## src/rtl/lfpd_pkg.sv

```systemverilog
// ============================================================================
// lfpd_pkg
// Shared types and constants of the line follower PID drive.
// ============================================================================
package lfpd_pkg;

   localparam int SENSOR_COUNT = 6;
   localparam int LEFT_OFFSET  = 10;
   localparam int TENTH_Q15    = 3277;
   localparam int HALF_Q15     = 16384;
   localparam int INT_LIMIT    = 21474836;
   localparam int SAMPLE_W     = 12;
   localparam int IDX_W        = 3;
   localparam int CSR_IDX_W    = 3;
   localparam int CSR_DATA_W   = 16;
   localparam int DIV_N_W      = 32;
   localparam int DIV_D_W      = 16;

   typedef enum logic [CSR_IDX_W-1:0] {
      CSR_GAIN_P    = 3'd0,
      CSR_GAIN_I    = 3'd1,
      CSR_GAIN_D    = 3'd2,
      CSR_TIME_STEP = 3'd3,
      CSR_INV_STEP  = 3'd4,
      CSR_MAX_SPEED = 3'd5,
      CSR_POS_MIN   = 3'd6,
      CSR_POS_MAX   = 3'd7
   } csr_index_type;

   typedef enum logic [3:0] {
      OP_NONE,
      OP_LOAD,
      OP_ACCUM,
      OP_DIV1_START,
      OP_DIS,
      OP_DIV2_START,
      OP_ERR,
      OP_INTEG,
      OP_CLAMP_I,
      OP_PROP,
      OP_DERIV1,
      OP_DERIV2,
      OP_INTG_TERM,
      OP_PWM,
      OP_TURN,
      OP_FINISH
   } op_type;

   typedef struct packed {
      op_type           op;
      logic [IDX_W-1:0] idx;
   } cmd_type;

   typedef struct packed {
      logic div_done;
   } status_type;

endpackage

```

## src/rtl/lfpd_ctrl.sv

```systemverilog
// ============================================================================
// lfpd_ctrl
// Sequencer for one sensor frame; owns the request and response handshakes.
// ============================================================================
module lfpd_ctrl
   import lfpd_pkg::*;
(
   input  logic       clock,
   input  logic       reset,
   input  logic       req_valid,
   output logic       req_ready,
   output logic       rsp_valid,
   input  logic       rsp_ready,
   input  status_type status,
   output cmd_type    cmd
);

   typedef enum logic [3:0] {
      S_IDLE, S_ACCUM, S_DIV1_START, S_DIV1_WAIT, S_DIS, S_DIV2_WAIT, S_ERR,
      S_INTEG, S_CLAMP_I, S_PROP, S_DERIV1, S_DERIV2, S_INTG_TERM, S_PWM,
      S_TURN, S_FINISH
   } state_type;

   state_type        state_ff, state_in;
   logic [IDX_W-1:0] idx_ff, idx_in;
   logic             rsp_valid_ff, rsp_valid_in;
   logic             out_free;

   assign out_free  = !rsp_valid_ff || rsp_ready;
   assign req_ready = (state_ff == S_IDLE);

   always_comb begin
      state_in     = state_ff;
      idx_in       = idx_ff;
      rsp_valid_in = rsp_valid_ff && !rsp_ready;
      cmd.op       = OP_NONE;
      cmd.idx      = idx_ff;
      case (state_ff)
         S_IDLE: begin
            if (req_valid) begin
               cmd.op   = OP_LOAD;
               idx_in   = '0;
               state_in = S_ACCUM;
            end
         end
         S_ACCUM: begin
            cmd.op = OP_ACCUM;
            idx_in = idx_ff + 1'b1;
            if (idx_ff == IDX_W'(SENSOR_COUNT - 1))
               state_in = S_DIV1_START;
         end
         S_DIV1_START: begin
            cmd.op   = OP_DIV1_START;
            state_in = S_DIV1_WAIT;
         end
         S_DIV1_WAIT: if (status.div_done) state_in = S_DIS;
         S_DIS: begin
            cmd.op   = OP_DIS;
            state_in = S_DIV2_WAIT;
         end
         S_DIV2_WAIT: begin
            // first cycle here launches the second divide
            if (idx_ff != '0) begin
               cmd.op = OP_DIV2_START;
               idx_in = '0;
            end else if (status.div_done) begin
               state_in = S_ERR;
            end
         end
         S_ERR: begin
            cmd.op   = OP_ERR;
            state_in = S_INTEG;
         end
         S_INTEG: begin
            cmd.op   = OP_INTEG;
            state_in = S_CLAMP_I;
         end
         S_CLAMP_I: begin
            cmd.op   = OP_CLAMP_I;
            state_in = S_PROP;
         end
         S_PROP: begin
            cmd.op   = OP_PROP;
            state_in = S_DERIV1;
         end
         S_DERIV1: begin
            cmd.op   = OP_DERIV1;
            state_in = S_DERIV2;
         end
         S_DERIV2: begin
            cmd.op   = OP_DERIV2;
            state_in = S_INTG_TERM;
         end
         S_INTG_TERM: begin
            cmd.op   = OP_INTG_TERM;
            state_in = S_PWM;
         end
         S_PWM: begin
            cmd.op   = OP_PWM;
            state_in = S_TURN;
         end
         S_TURN: begin
            cmd.op   = OP_TURN;
            state_in = S_FINISH;
         end
         S_FINISH: begin
            if (out_free) begin
               cmd.op       = OP_FINISH;
               rsp_valid_in = 1'b1;
               state_in     = S_IDLE;
            end
         end
         default: state_in = S_IDLE;
      endcase
   end

   always_ff @(posedge clock) begin
      if (reset) begin
         state_ff     <= S_IDLE;
         idx_ff       <= '0;
         rsp_valid_ff <= 1'b0;
      end else begin
         state_ff     <= state_in;
         idx_ff       <= idx_in;
         rsp_valid_ff <= rsp_valid_in;
      end
   end

   assign rsp_valid = rsp_valid_ff;

`ifndef SYNTHESIS
   a_load_needs_valid: assert property (@(posedge clock) disable iff (reset)
      cmd.op == OP_LOAD |-> req_valid)
      else $error("frame loaded without a valid request");
   a_finish_shows_rsp: assert property (@(posedge clock) disable iff (reset)
      cmd.op == OP_FINISH |=> rsp_valid_ff)
      else $error("finished frame did not raise rsp valid");
   a_one_frame: assert property (@(posedge clock) disable iff (reset)
      (req_valid && req_ready) |=> !req_ready)
      else $error("second request taken while frame in flight");
   a_div_done_waited: assert property (@(posedge clock) disable iff (reset)
      status.div_done |-> (state_ff == S_DIV1_WAIT || state_ff == S_DIV2_WAIT))
      else $error("divider finished outside a wait state");
`endif

endmodule

```

## config.mk

```make
export PLATFORM = sky130hd
export DESIGN_NAME = lfpd_ctrl
export DESIGN_NICKNAME = d
export VERILOG_FILES = /design/src/rtl/lfpd_pkg.sv /design/src/rtl/lfpd_ctrl.sv
export SDC_FILE = /design/constraint.sdc
export NUM_CORES = 1
export LEC_CHECK = 0
export BUFFER_PORTS_ARGS = -buffer_cell sky130_fd_sc_hd__buf_2
export CORE_AREA = 2 2 39 41
export DETAILED_ROUTE_END_ITERATION = 10
export DIE_AREA = 0 0 41 43
export PLACE_DENSITY_LB_ADDON = 0.3
export SLEW_MARGIN = 20
export SYNTH_ARGS = -nofsm -noshare
export SYNTH_HDL_FRONTEND = slang
export SYNTH_SLANG_ARGS = --single-unit
```

## constraint.sdc

```tcl
create_clock -name clock -period 2.1 [get_ports clock]
set_clock_uncertainty 0.15 [all_clocks]
set_input_delay 0.21 -clock clock [delete_from_list [all_inputs] [get_ports clock]]
set_output_delay 0.21 -clock clock [all_outputs]
set_load 0.05 [all_outputs]
```

[Word-level counts from Yosys, hierarchy flattened]
Cells that the tools add are included.
Cells by class
  add/subtract/negate cells: 1
  $mul: 0
  div/mod/pow operators: 0
  order comparisons: 0
  equality and inequality tests: 23
  shift-type cells: 0
  mux-type cells: 16
  bitwise logic cells: 0
  reduce and logical (&&, ||, !) cells: 9
Operators with widths (count)
  $pmux 4 s16: 1
  $pmux 4 s15: 1
  $eq 4x4->1 const B: 8
  $mux 4: 7
  $eq 4x3->1 const B: 4
  $ne 2x2->1 const B: 7
  $mux 3: 3
  $pmux 3 s3: 1
  $eq 4x2->1 const B: 2
  $reduce_and 6->1: 1
  $reduce_bool 3->1: 2
  $eq 4x1->1 const B: 1
  $logic_not 4->1: 1
  $add 3x1->3 const B: 1
  $eq 3x3->1 const B: 1
  $mux 1: 3
  $reduce_and 3->1: 1
  $logic_not 1->1: 2
  $logic_and 1x1->1: 1
  $logic_or 1x1->1: 1
Word-level totals
  bits in registers: 8
  bits in latches: 0
  bits in writable memories: 0
  ROM bits: 0
  input bits: 5
  output and inout bits: 9
  word-level logic and storage cells: 52
  memories: 0

[Depth between registers and ports, before layout]
  word-level depth: 4
  gate-level depth with buffers: 6
  gate-level depth less buffers: 6

[Worst setup path after synthesis]
No wires, ideal clock.
  path kind: flip-flop to output port
  start: reg idx_ff[0]
  end: out cmd[5] (netlist bit)
  arrival: 1.945 ns
  required time: 1.740 ns
  setup slack: -0.205 ns
  stages on the path, launching flop included: 6
  path buffers: 0
  cell sequence: dfxtp_1 inv_1 ha_1 nand2b_1 o31ai_1 a21oi_1
RTL lines
  start, declared: RTL line lfpd_ctrl.sv:25  | logic [IDX_W-1:0] idx_ff, idx_in;
  start signal, assigned: RTL line lfpd_ctrl.sv:124  | idx_ff <= idx_in;
  end, declared: RTL line lfpd_ctrl.sv:15  | output cmd_type cmd

==> impl_metrics.csv <==
group,metric,value,unit
logic_synthesis,yosysSeqAreaShare,0.261,
worst_setup_path,worstPathRequired,1740,ps
sta,hold_violations,0,
finish,multi_input_comb_area,420,um2
min_path,holdCritPathClass,"primary input to flip-flop",
logic_synthesis,synthCells,73,
logic_synthesis,yosysWarnings,0,
worst_setup_path,slowest_stage,"dfxtp_1",
floorplanning,initial_core_util,0.443,
drt,routed_wirelength,1350,um
floorplanning,die-width,41,um
placed_design,dpl-instance-area,694,um2
sta,rsz0062_at_grt,"false",
worst_setup_path,path_cells,"nand2b_1 -> a21oi_1 -> a221oi_1 -> a311o_2 -> buf_4",
logic_synthesis,yosysUniqueCellTypes,35,
placed_design,portBuffers,13,
finish,n_antenna_cell,0,
placed_design,dpl.hpwl,1010,um
drt,first_pass_iters,3,
logic_synthesis,synth-seq-cells,8,
logic_synthesis,synth_top_cell_by_area,"dfxtp_1",
placed_design,dpl.cell_count,99,
worst_setup_path,cp.arrival,1660,ps
sta,slew_violations,0,
worst_setup_path,crit_path_end_kind,"output pin",
floorplanning,core,1380,um2
sta,post-route-worst-setup-slack,75.8,ps
grt,grt_first_pass_wirelength,2140,um
sta,fin_setup_tns,0,ps
logic_synthesis,ys_top_cells_by_area,"dfxtp_1, a21oi_1, ha_1, nand2b_1, nor4_2",
grt,grt_pass1_vias,511,
clocking,clock_path_buffers,2,
grt,grt_max_degree,14,
finish,layout_common_cells,"buf_2, a21oi_1, nand2_1, dfxtp_1, buf_4",
finish,nNetsFinal,97,
power,power_density,481,nW/um2
grt,overflow,0,
worst_setup_path,critPathKind,"flip-flop to output pin",
drt,first_iter_violations,10,
logic_synthesis,synth_top_area_share,0.261,
drt,via_per_inst,5.59,
placed_design,post-place-ws,186,ps
status,status,"finished clean",
power,leakage,0.290,nW
sta,max_freq,494,MHz
finish,drive_above_1_share,0.368,
finish,fillers,137,
worst_setup_path,critPathMaxFanout,11,
placed_design,gp_congestion,0.799,
grt,antenna_found_initial,0,
grt,grt.total_usage,0.180,
floorplanning,ios,14,
finish,regArea,164,um2
finish,layout_commonest_cell,"buf_2",
logic_synthesis,syn_area,613,um2
power,ir_drop,0.371,mV
sta,fin_crit_sh,0.964,
drt,via_count,576,
floorplanning,dieArea,1760,um2
drt,drc,0,
flow_run,cap_violations,0,
clocking,clock_sinks,8,
finish,layout.cells.non_filler,103,
worst_setup_path,regToRegSetupSlack,200,ps
worst_setup_path,slowest_delay,580,ps
clocking,insertion_delay,250,ps
clocking,tritoncts,"yes",
logic_synthesis,syn-num-nets,81,
logic_synthesis,syn_avg_cell_area,8.40,um2
sta,setup_viol,0,
finish,final_area,739,um2
clocking,clk_pin_slew,60,ps
worst_setup_path,startpoint_type,"flip-flop",
clocking,cts_htree_levels,1,
clocking,cts-buffers-inserted,3,
sta,tightestPinTransition,514,ps
floorplanning,rows,14,
sta,slew_headroom,0.649,
finish,synthToLayoutAreaGrowth,20.6,%
sta,finalCriticalPeriod,2020,ps
floorplanning,die_h,43,um
clocking,root_buffer,"clkbuf_4",
drt,postRouteAntennaNets,0,
drt,wl_per_cell,13.1,um
-- metrics by stage --
step	utilization	hold slack (ps)	total power, mW
global placement	0.502	335	0.239
finish	0.534	90.5	0.356
CTS	0.527	93.4	0.361
global route	0.534	102	0.377
floorplan	-	288	0.223
detailed placement	0.502	349	0.240
-- critical path, delay by kind of cell, from the launching register on --
family | cells | cell delay, ps
simple gates | 1 | 110
compound gates | 3 | 540
buf+inv | 1 | 190
flops | 1 | 580
-- Yosys cell counts --
library cell,number
a2111oi_0,1
a21oi_1,11
a221oi_1,1
a311o_1,1
a311oi_2,1
and2b_2,1
and3_1,1
buf_1,1
buf_2,2
buf_4,2
buf_6,1
dfxtp_1,8
ha_1,3
inv_1,4
mux2_1,1
nand2_1,5
nand2b_1,4
nand2b_4,1
nand3_1,2
nand3b_1,1
nand4b_1,1
nor2_1,3
nor2b_1,1
nor3_1,2
nor4_1,1
nor4_2,2
nor4b_2,1
o21a_1,1
o21ai_0,2
o21ai_1,1
o31ai_1,1
o32ai_2,1
o41ai_1,2
or3_1,1
xnor2_1,1
-- flip-flops by register name, indices dropped and copies added, names as in the netlist --
name / count
state_ff: 4
rsp_valid: 1
idx_ff: 3
-- per-layer routing --
layer  vias to the layer above  part of all wire  track usage
li1                        299                 -            -
met1                       266              0.47        0.226
met2                         9              0.46        0.275
met3                         2             0.058       0.0942
met4                         0            0.0074       0.0200
met5                         -                 0            0
-- report_power, final --
part           total [mW]  leakage (nW)  switching, mW  internal [mW]
registers           0.164        0.0664        0.00753          0.156
clock network       0.117        0.0138         0.0512         0.0653
logic              0.0758         0.210         0.0499         0.0259
total               0.356         0.290          0.109          0.247
-- path summary, 6_finish.rpt --
| check | to | depth (start not counted) | from |
|---|---|---|---|
| worst max-delay path | cmd[3] | 5 | state_ff[0] |
| worst min-delay path | state_ff[2] | 2 | reset |
| worst max register to register | state_ff[1] | 5 | state_ff[3] |
| worst min register to register | idx_ff[1] | 2 | idx_ff[1] |
-- repair_timing --
item                                    in CTS  in global routing
endpoints found under the setup margin       1                  1
gates resized for setup                      3                  2
buffers inserted                             0                  1
hold buffers                                 0                  0
-- cells by family after synthesis --
group / share of synthesized area
fa+ha+maj: 0.0612
buf+inv: 0.0898
simple gates: 0.292
flops: 0.261
compound gates: 0.263
xor+xnor: 0.0143
mux: 0.0184
-- final cells by class --
class / count / share of cell area
Inverter: 4 / 0.0203
Sequential cell: 8 / 0.222
Timing Repair Buffer: 17 / 0.132
Tap cell: 16 / 0.0271
Multi-Input combinational cell: 55 / 0.569
Clock buffer: 3 / 0.0305
(Power assumes the default switching activity.)
